File: config.mk
export PLATFORM = sky130hd
export DESIGN_NAME = serial_reply_frame_receiver_top
export DESIGN_NICKNAME = d
export VERILOG_FILES = /design/src/rtl/srfr_pkg.sv /design/src/rtl/serial_reply_frame_receiver_top.sv /design/src/rtl/srfr_front.sv /design/src/rtl/srfr_queue.sv /design/src/rtl/srfr_back.sv
export SDC_FILE = /design/constraint.sdc
export NUM_CORES = 1
export LEC_CHECK = 0
export BUFFER_PORTS_ARGS = -buffer_cell sky130_fd_sc_hd__buf_2
export CAP_MARGIN = 20
export CELL_PAD_IN_SITES_DETAIL_PLACEMENT = 0
export CELL_PAD_IN_SITES_GLOBAL_PLACEMENT = 1
export CORE_MARGIN = 5
export CORE_UTILIZATION = 25
export CTS_CLUSTER_DIAMETER = 40
export DETAILED_ROUTE_END_ITERATION = 7
export GPL_ROUTABILITY_DRIVEN = 0
export PLACE_DENSITY_LB_ADDON = 0.1
export SYNTH_ARGS = -nofsm -noshare
export SYNTH_HDL_FRONTEND = slang
export SYNTH_SLANG_ARGS = --single-unit
File: constraint.sdc
create_clock -name clk -period 6.2 [get_ports clk]
set_clock_uncertainty 0.2 [all_clocks]
set_input_delay 0.31 -clock clk [delete_from_list [all_inputs] [get_ports clk]]
set_output_delay 0.31 -clock clk [all_outputs]
set_load 0.05 [all_outputs]
File: src/rtl/srfr_pkg.sv
package srfr_pkg;

  // Frame layout
  localparam int END_POSITION = 10;
  localparam int SUM_FIRST    = 1;
  localparam int SUM_LAST     = 6;
  localparam int CMD_POS      = 3;
  localparam int DEV_POS      = 6;
  localparam int CHK_HI_POS   = 7;
  localparam int CHK_LO_POS   = 8;

  localparam int POS_LIMIT   = END_POSITION + 1;
  localparam int STORE_DEPTH = (END_POSITION + 2) > 9 ? (END_POSITION + 2) : 9;
  localparam int POS_W       = $clog2(POS_LIMIT + 1);

  localparam int BYTE_W   = 8;
  localparam int CHK_W    = 16;
  localparam int CFG_IDX_W = 2;

  // Register indexes
  localparam logic [CFG_IDX_W-1:0] REG_START_VALUE    = 2'd0;
  localparam logic [CFG_IDX_W-1:0] REG_END_VALUE      = 2'd1;
  localparam logic [CFG_IDX_W-1:0] REG_ONLINE_COMMAND = 2'd2;

  localparam logic [BYTE_W-1:0] START_VALUE_RST    = 8'd126;
  localparam logic [BYTE_W-1:0] END_VALUE_RST      = 8'd239;
  localparam logic [BYTE_W-1:0] ONLINE_COMMAND_RST = 8'd63;

  localparam logic [BYTE_W-1:0] COUNT_MAX = 8'd255;

  localparam int QUEUE_DEPTH = 2;
  localparam int QPTR_W      = $clog2(QUEUE_DEPTH);
  localparam int QCNT_W      = $clog2(QUEUE_DEPTH + 1);

  typedef enum logic [1:0] {
    ST_ONLINE    = 2'd0,
    ST_OTHER     = 2'd1,
    ST_CHK_ERR   = 2'd2,
    ST_NOT_FIRST = 2'd3
  } status_t;

  // One completed frame, as classified by the front end
  typedef struct packed {
    logic              chk_ok;
    logic              cmd_match;
    logic [BYTE_W-1:0] cmd;
    logic [BYTE_W-1:0] dev;
  } frame_rec_t;

  // Queue state seen by both sides
  typedef struct packed {
    logic full;
    logic empty;
  } queue_stat_t;

endpackage

File: src/rtl/serial_reply_frame_receiver_top.sv
// Takes one byte per cycle; in_ready drops only while the two-entry frame queue is full.
// A byte that completes a frame is classified at acceptance and queued; its result is
// then popped from the queue into the output register that drives the outputs, unless
// out_ready stalls the back end; other bytes yield none.
// Synchronous reset clears byte position, frame counter, player ready and the queue,
// and loads the register defaults; the frame byte store is not cleared.
module serial_reply_frame_receiver_top (
  input  logic                              clk,
  input  logic                              rst,
  input  logic                              cfg_write,
  input  logic [srfr_pkg::CFG_IDX_W-1:0]    cfg_index,
  input  logic [srfr_pkg::BYTE_W-1:0]       cfg_data,
  input  logic                              in_valid,
  output logic                              in_ready,
  input  logic [srfr_pkg::BYTE_W-1:0]       rx_byte,
  output logic                              out_valid,
  input  logic                              out_ready,
  output logic [1:0]                        status,
  output logic [srfr_pkg::BYTE_W-1:0]       command_byte,
  output logic [srfr_pkg::BYTE_W-1:0]       device_mask,
  output logic [srfr_pkg::BYTE_W-1:0]       frames_seen,
  output logic                              ready_flag
);

  srfr_pkg::queue_stat_t q_stat;
  srfr_pkg::frame_rec_t  push_rec;
  srfr_pkg::frame_rec_t  pop_rec;
  logic                  push;
  logic                  pop;

  srfr_front u_front (
    .clk       (clk),
    .rst       (rst),
    .cfg_write (cfg_write),
    .cfg_index (cfg_index),
    .cfg_data  (cfg_data),
    .in_valid  (in_valid),
    .in_ready  (in_ready),
    .rx_byte   (rx_byte),
    .q_stat    (q_stat),
    .push      (push),
    .push_rec  (push_rec)
  );

  srfr_queue u_queue (
    .clk      (clk),
    .rst      (rst),
    .push     (push),
    .push_rec (push_rec),
    .pop      (pop),
    .pop_rec  (pop_rec),
    .q_stat   (q_stat)
  );

  srfr_back u_back (
    .clk          (clk),
    .rst          (rst),
    .q_stat       (q_stat),
    .pop_rec      (pop_rec),
    .pop          (pop),
    .out_valid    (out_valid),
    .out_ready    (out_ready),
    .status       (status),
    .command_byte (command_byte),
    .device_mask  (device_mask),
    .frames_seen  (frames_seen),
    .ready_flag   (ready_flag)
  );

endmodule

File: src/rtl/srfr_front.sv
module srfr_front (
  input  logic                                clk,
  input  logic                                rst,
  input  logic                                cfg_write,
  input  logic [srfr_pkg::CFG_IDX_W-1:0]      cfg_index,
  input  logic [srfr_pkg::BYTE_W-1:0]         cfg_data,
  input  logic                                in_valid,
  output logic                                in_ready,
  input  logic [srfr_pkg::BYTE_W-1:0]         rx_byte,
  input  srfr_pkg::queue_stat_t               q_stat,
  output logic                                push,
  output srfr_pkg::frame_rec_t                push_rec
);

  logic [srfr_pkg::BYTE_W-1:0] start_value;
  logic [srfr_pkg::BYTE_W-1:0] end_value;
  logic [srfr_pkg::BYTE_W-1:0] online_command;

  logic [srfr_pkg::POS_W-1:0]  position;
  logic [srfr_pkg::POS_W-1:0]  position_next;
  logic [srfr_pkg::BYTE_W-1:0] store [srfr_pkg::STORE_DEPTH];
  logic [srfr_pkg::BYTE_W-1:0] view  [srfr_pkg::STORE_DEPTH];
  logic [srfr_pkg::CHK_W-1:0]  sum;
  logic [srfr_pkg::CHK_W-1:0]  expect_word;
  logic                        accept;
  logic                        done;

  assign in_ready = !q_stat.full;
  assign accept   = in_valid && in_ready;

  always_comb begin
    if (rx_byte == start_value) begin
      position_next = '0;
    end else if (position < srfr_pkg::POS_W'(srfr_pkg::POS_LIMIT)) begin
      position_next = position + 1'b1;
    end else begin
      position_next = position;
    end

    // Store contents as they stand once this byte is written
    view = store;
    view[position_next] = rx_byte;

    done = (rx_byte == end_value) &&
           (position_next == srfr_pkg::POS_W'(srfr_pkg::END_POSITION));

    sum = '0;
    for (int i = srfr_pkg::SUM_FIRST; i <= srfr_pkg::SUM_LAST; i++) begin
      sum = sum + srfr_pkg::CHK_W'(view[i]);
    end
    expect_word = {view[srfr_pkg::CHK_HI_POS], view[srfr_pkg::CHK_LO_POS]};

    push_rec.chk_ok    = ((srfr_pkg::CHK_W'(0) - sum) == expect_word);
    push_rec.cmd_match = (view[srfr_pkg::CMD_POS] == online_command);
    push_rec.cmd       = view[srfr_pkg::CMD_POS];
    push_rec.dev       = view[srfr_pkg::DEV_POS];
    push               = accept && done;
  end

  always_ff @(posedge clk) begin
    if (rst) begin
      start_value    <= srfr_pkg::START_VALUE_RST;
      end_value      <= srfr_pkg::END_VALUE_RST;
      online_command <= srfr_pkg::ONLINE_COMMAND_RST;
      position       <= '0;
    end else begin
      if (cfg_write) begin
        unique case (cfg_index)
          srfr_pkg::REG_START_VALUE:    start_value    <= cfg_data;
          srfr_pkg::REG_END_VALUE:      end_value      <= cfg_data;
          srfr_pkg::REG_ONLINE_COMMAND: online_command <= cfg_data;
          default: ;
        endcase
      end
      if (accept) begin
        position <= position_next;
      end
    end
  end

  always_ff @(posedge clk) begin
    if (accept) begin
      store[position_next] <= rx_byte;
    end
  end

endmodule

File: src/rtl/srfr_queue.sv
module srfr_queue (
  input  logic                  clk,
  input  logic                  rst,
  input  logic                  push,
  input  srfr_pkg::frame_rec_t  push_rec,
  input  logic                  pop,
  output srfr_pkg::frame_rec_t  pop_rec,
  output srfr_pkg::queue_stat_t q_stat
);

  srfr_pkg::frame_rec_t         entries [srfr_pkg::QUEUE_DEPTH];
  logic [srfr_pkg::QPTR_W-1:0]  wr_ptr;
  logic [srfr_pkg::QPTR_W-1:0]  rd_ptr;
  logic [srfr_pkg::QCNT_W-1:0]  count;

  assign q_stat.full  = (count == srfr_pkg::QCNT_W'(srfr_pkg::QUEUE_DEPTH));
  assign q_stat.empty = (count == '0);
  assign pop_rec      = entries[rd_ptr];

  function automatic logic [srfr_pkg::QPTR_W-1:0] ptr_inc(
    input logic [srfr_pkg::QPTR_W-1:0] p
  );
    if (p == srfr_pkg::QPTR_W'(srfr_pkg::QUEUE_DEPTH - 1)) begin
      return '0;
    end
    return p + 1'b1;
  endfunction

  always_ff @(posedge clk) begin
    if (rst) begin
      wr_ptr <= '0;
      rd_ptr <= '0;
      count  <= '0;
    end else begin
      if (push) begin
        wr_ptr <= ptr_inc(wr_ptr);
      end
      if (pop) begin
        rd_ptr <= ptr_inc(rd_ptr);
      end
      if (push && !pop) begin
        count <= count + 1'b1;
      end else if (pop && !push) begin
        count <= count - 1'b1;
      end
    end
  end

  always_ff @(posedge clk) begin
    if (push) begin
      entries[wr_ptr] <= push_rec;
    end
  end

endmodule

File: src/rtl/srfr_back.sv
module srfr_back (
  input  logic                          clk,
  input  logic                          rst,
  input  srfr_pkg::queue_stat_t         q_stat,
  input  srfr_pkg::frame_rec_t          pop_rec,
  output logic                          pop,
  output logic                          out_valid,
  input  logic                          out_ready,
  output logic [1:0]                    status,
  output logic [srfr_pkg::BYTE_W-1:0]   command_byte,
  output logic [srfr_pkg::BYTE_W-1:0]   device_mask,
  output logic [srfr_pkg::BYTE_W-1:0]   frames_seen,
  output logic                          ready_flag
);

  logic [srfr_pkg::BYTE_W-1:0] frame_counter;
  logic [srfr_pkg::BYTE_W-1:0] frame_counter_next;
  logic                        player_ready;
  logic                        player_ready_next;
  srfr_pkg::status_t           status_next;
  srfr_pkg::status_t           status_reg;

  assign pop    = !q_stat.empty && (!out_valid || out_ready);
  assign status = status_reg;

  always_comb begin
    frame_counter_next = (frame_counter < srfr_pkg::COUNT_MAX) ?
                         frame_counter + 1'b1 : frame_counter;
    player_ready_next  = player_ready;
    // Only the very first frame is judged
    if (frame_counter != '0) begin
      status_next = srfr_pkg::ST_NOT_FIRST;
    end else if (!pop_rec.chk_ok) begin
      status_next = srfr_pkg::ST_CHK_ERR;
    end else if (pop_rec.cmd_match) begin
      status_next       = srfr_pkg::ST_ONLINE;
      player_ready_next = 1'b1;
    end else begin
      status_next = srfr_pkg::ST_OTHER;
    end
  end

  always_ff @(posedge clk) begin
    if (rst) begin
      out_valid     <= 1'b0;
      frame_counter <= '0;
      player_ready  <= 1'b0;
    end else begin
      if (pop) begin
        out_valid     <= 1'b1;
        frame_counter <= frame_counter_next;
        player_ready  <= player_ready_next;
      end else if (out_ready) begin
        out_valid <= 1'b0;
      end
    end
  end

  always_ff @(posedge clk) begin
    if (pop) begin
      status_reg   <= status_next;
      command_byte <= pop_rec.cmd;
      device_mask  <= pop_rec.dev;
      frames_seen  <= frame_counter_next;
      ready_flag   <= player_ready_next;
    end
  end

endmodule

# Word-level counts from Yosys, hierarchy flattened
# Memory sizes are Yosys's and may differ from the RTL's. A register that Yosys moved wholly into a read port is not among the register bits.
# Cells that the tools add are included.
# totals
ff_bits	165
ram_bits	36
out_inout_bits	29
wordCells	106
mem_count	1
# mem_list
name	words	word_bits	read_ports	rd_ports_with_merged_regs	wr	line_no	source
u_queue.entries	2	18	1	1	1	srfr_queue.sv:11	srfr_pkg::frame_rec_t entries [srfr_pkg::QUEUE_DEPTH];
# classes
addsub	12
magnitude_cmp	4
eq_ne	8
muxes	29
n_bitwise	2
reduce_logical	22
# ops
op	n
$bwmux W96	1
$add A16 B8 Y16	4
$demux W8 S4	1
$eq A8 B8 Y1	3
$mux W1	21
$eq A16 B16 Y1	1
$mux W8	2
$sub A1 B16 Y16 const A	1
$add A8 B8 Y9	1
$add A8 B1 Y8 const B	1
$lt A8 B8 Y1 const B	1
$mux W4	2
$reduce_bool A8 Y1	1
$logic_and A1 B1 Y1	7
$reduce_and A2 Y1	3
$ge A5 B5 Y1 const B	1
$logic_not A1 Y1	5
$lt A5 B1 Y1 const B	1
$not A4 Y5	1
$add A4 B1 Y4 const B	1
$eq A2 B2 Y1 const B	2
$eq A4 B4 Y1 const B	1
$logic_not A2 Y1	2
$lt A4 B4 Y1 const B	1
9 further kinds	12

# Logic depth before layout (Yosys ltp)
# logic_depth
depth_word	16
mapped_depth	30
mapped_depth_nobuf	29

# Modules after synthesis
# A second synthesis with hierarchy kept.
# unflattened
hier_cells	715
area_unflattened_um2	8979.9
# by_module_without_submodules
mod	n_inst	cells_per_inst	area_per_inst_um2	seq_area_each_um2
srfr_front	1	530	6007.0	2482.4
srfr_queue	1	78	1503.9	1181.1
srfr_back	1	107	1468.9	1011.0

# Worst setup path before layout
# Ideal clock, no wire load.
# synth_path
path_type	input -> register
start	in rx_byte[6] (netlist bit)
end	mem u_queue.entries[0][17] (netlist bit) (data pin)
setup_ns	0.138
arrival_ns	6.222
required_time_ns	5.862
slack_ns	-0.360
cell_stages	30
cell_sequence	buf_4 xnor2_2 nand4_1 or2_1 buf_2 nand2_1 nor2_1 nand2_1 mux2_2 ha_1 fa_1 a21oi_1 nor2_1 nor2_1 o21bai_1 a21oi_1 xnor2_1 ha_1 inv_1 fa_1 fa_1 inv_1 ha_1 o21ai_0 a21oi_1 o41a_1 or2_2 a211o_1 o211ai_1 o2111a_1
# synth_lines
item	line_no	source
start: declaration	serial_reply_frame_receiver_top.sv:15	input logic [srfr_pkg::BYTE_W-1:0] rx_byte,
end: declaration	srfr_queue.sv:11	

==> flow_summary.toml <==
[place]
pre_cts_slack_ps = -415
hpwlAfterDp_mm = 17.0
place.port_buffers = 51
dpl_cell_area_um2 = 10100
dp_cells = 1269

[synthesis]
yosys_warnings = 0
synth_xor_area_frac = 0.0599
netlist_instances = 728
synth_fa_ha_area_frac = 0.0994
synth_mux_area_frac = 0.110
synth_top_family_by_area = "multiplexers"
synth_top_flop_cell = "edfxtp_1"
synth_compound_area_frac = 0.0567
async_reset_ff_frac = 0
synth_cell_types = 65
syn_area_um2 = 8940
synthSimpleGateAreaFrac = 0.102
synth_top_cell_by_area = "edfxtp_1"
synth_edf_count = 127
ys_ff_latch = 170
syn_area_per_cell_um2 = 12.3
synth_nets = 807
netlist_top_cells_area = "edfxtp_1 (43%), dfxtp_1 (9.6%), mux2_2 (6.4%)"
ys_seq_area_frac = 0.523
yosysTopAreaCellShare = 0.427

[floorplan]
die_area_um2 = 39600
io-pin-count = 52
die_w_um = 199
rows = 69
core-area_um2 = 35400
start_util = 0.252
die_h_um = 199

[timing]
rsz0062_at_grt = "true"
holdWs_ps = 172
final-hold-violation-count = 0
worst_slew_pin_slew_ps = 1020
period_minus_slack_ps = 6270
slew_headroom = 0.319
finalCritPeriodShare = 1.01
setup_slack_ps = -74.4
fmax_mhz = 159
setup_viol = 2
drv_slew = 0
finalSetupTns_ps = -149

[setup_path]
crit_path_start = "u_front.position[1]"
cp_max_fo = 4
crit_type = "reg2reg"
crit_path_start_kind = "register"
r2r_setup_slack_ps = -70
worst_path_largest_cell_delay_ps = 550
timing.rr.end = "u_queue.entries[1][17]"
slowest_stage = "fa_1"
cp-end-kind = "register"
required_ps = 6300
arrival_ps = 6370
timing.rr.start = "u_front.position[1]"
reg2reg_depth = 27
crit_path_end = "u_queue.entries[1][17]"

[pwr]
p_leak_nw = 4.34
ir_drop_uv = 320
power_mw = 4.81
p_per_area_nw_per_um2 = 436

[global_routing]
grt_usage = 0.123
grt_pass1_wl_mm = 36.5
antenna_found_initial = 0
grt_pass1_vias = 6017
overflow = 0
grt_max_degree = 70

[layout]
fin_util = 0.312
area_delta_synth_final_pct = 23.5
largest_register_ffs = 64
diodes = 0
layout-drive-gt1-share = 0.305
nNetsFinal = 922
fin_cells = 1317
largestRegisters = "u_front.store: 64 flops, u_queue.entries: 36 flops"
top_register = "u_front.store"
fin_area_um2 = 11000

[detailed_routing]
wl_met1_mm = 11.1
initialDrtViolationCount = 295
remaining_drc_errors = 0
routed_via_density = 4.33
via_count = 5702
routed-wl-met2_mm = 11.1
wirelength_mm = 23.4
first_pass_iters = 7
wl_per_cell_um = 17.8
top_layer = "met4"
route.met3.wl_um = 959
ant_nets = 0

[clock_network]
tritoncts = "built"
numCtsBuffers = 17
clockRootBuffer = "clkbuf_16"
clk_pin_slew_ps = 70
clock-sinks = 170
clock_latency_ps = 440
cts_max_level = 4
cts_buffer_depth = 2

[outcome]
violations = "setup timing"
status = "finished, violations left"

[job]
cap_violations = 0

[worst_hold_path]
hp-class = "in2reg"
-- layout make-up --
cell class                 instances  area [um^2]
clock buffer                      17          425
clock inverter                    15          188
fill                            3631        24400
inverter                          80          300
multi-input combinational        453         4070
sequential                       170         4680
tap                              461          577
timing repair buffer             121          803
-- cells by family (layout without fill, tap and decap cells) --
| kind of cell | Yosys count | in the layout |
|---|---|---|
| xor+xnor | 56 | 56 |
| mux | 87 | 87 |
| flops | 170 | 170 |
| simple gates | 180 | 180 |
| compound gates | 74 | 74 |
| buf+inv | 105 | 233 |
| fa+ha+maj | 56 | 56 |
-- cell usage after synthesis, types with 4 or more instances --
| master | instances |
|---|---|
| inv_1 | 79 |
| o21bai_1 | 7 |
| xor2_1 | 18 |
| mux2i_2 | 4 |
| o21ai_0 | 13 |
| and2_1 | 6 |
| nor2_1 | 28 |
| nand3_1 | 23 |
| buf_6 | 5 |
| a21o_1 | 4 |
| dfxtp_1 | 43 |
| ha_1 | 31 |
| fa_1 | 25 |
| xnor2_2 | 4 |
| clkbuf_1 | 15 |
| nand2b_1 | 7 |
| nor4_1 | 4 |
| or3_1 | 5 |
| mux2i_1 | 26 |
| nand3b_1 | 5 |
| mux2_2 | 51 |
| nand2_1 | 63 |
| a21oi_1 | 26 |
| edfxtp_1 | 127 |
| mux2_4 | 6 |
| nor3_1 | 7 |
| nor2b_1 | 7 |
| nand4_1 | 7 |
| xnor2_1 | 33 |
-- layout by cell type (no fill, tap or decap), drive strengths merged, types with 7 or more instances in the layout --
cell type	count
buf	112
nand4	8
mux2	57
xor2	18
inv	84
nor2b	7
fa	25
nand3	23
a21oi	26
nand2b	7
nor2	28
ha	31
edfxtp	127
dfxtp	43
o21bai	7
o21ai	15
nand2	65
clkbuf	17
dlygate4sd3	9
nor3	7
xnor2	37
mux2i	30
-- worst min path at each step --
| stage | from | endpoint | slack [ps] | depth (start not counted) |
|---|---|---|---|---|
| 2_1_floorplan | rst | u_back.frame_counter[2] | 180 | 1 |
| 3_3_place_gp | u_front.end_value[4] | u_front.end_value[4] | 260 | 2 |
| 3_5_place_dp | u_front.end_value[4] | u_front.end_value[4] | 260 | 2 |
| 4_1_cts | rst | u_back.frame_counter[0] | 160 | 2 |
| 5_1_grt | rst | u_queue.rd_ptr | 170 | 2 |
| 6_report | rst | u_back.frame_counter[0] | 170 | 2 |
-- power by group --
group          switching, mW  total (mW)  internal [mW]
Combinational           1.18        2.39           1.21
Sequential            0.0158        1.29           1.27
Clock                  0.491        1.13          0.642
-- per-layer routing --
metal  track usage  vias to the layer above
met4        0.0306                        0
met3        0.0280                       16
li1              -                     2770
met2         0.198                       89
met1         0.169                     2827
met5             0                        -
-- timing repair --
action | CTS | global route
hold buffers | 9 | 0
pin swaps | 29 | 7
endpoints found under the setup margin | 2 | 2
endpoints found under the hold margin | 25 | 0
setup buffers | 6 | 1
resized for setup | 17 | 14
-- worst max-delay path: cells and delay by family (launching register included) --
family	cells	cell delay, ps
flip-flops	1	340
AND/OR/NAND/NOR	6	980
multiplexers	1	380
buffers and inverters	3	260
adder cells (fa/ha/maj)	7	2200
AO/OA/AOI/OAI	9	1610
XOR/XNOR	1	150
Note: power is estimated with default switching activity, not from simulation.
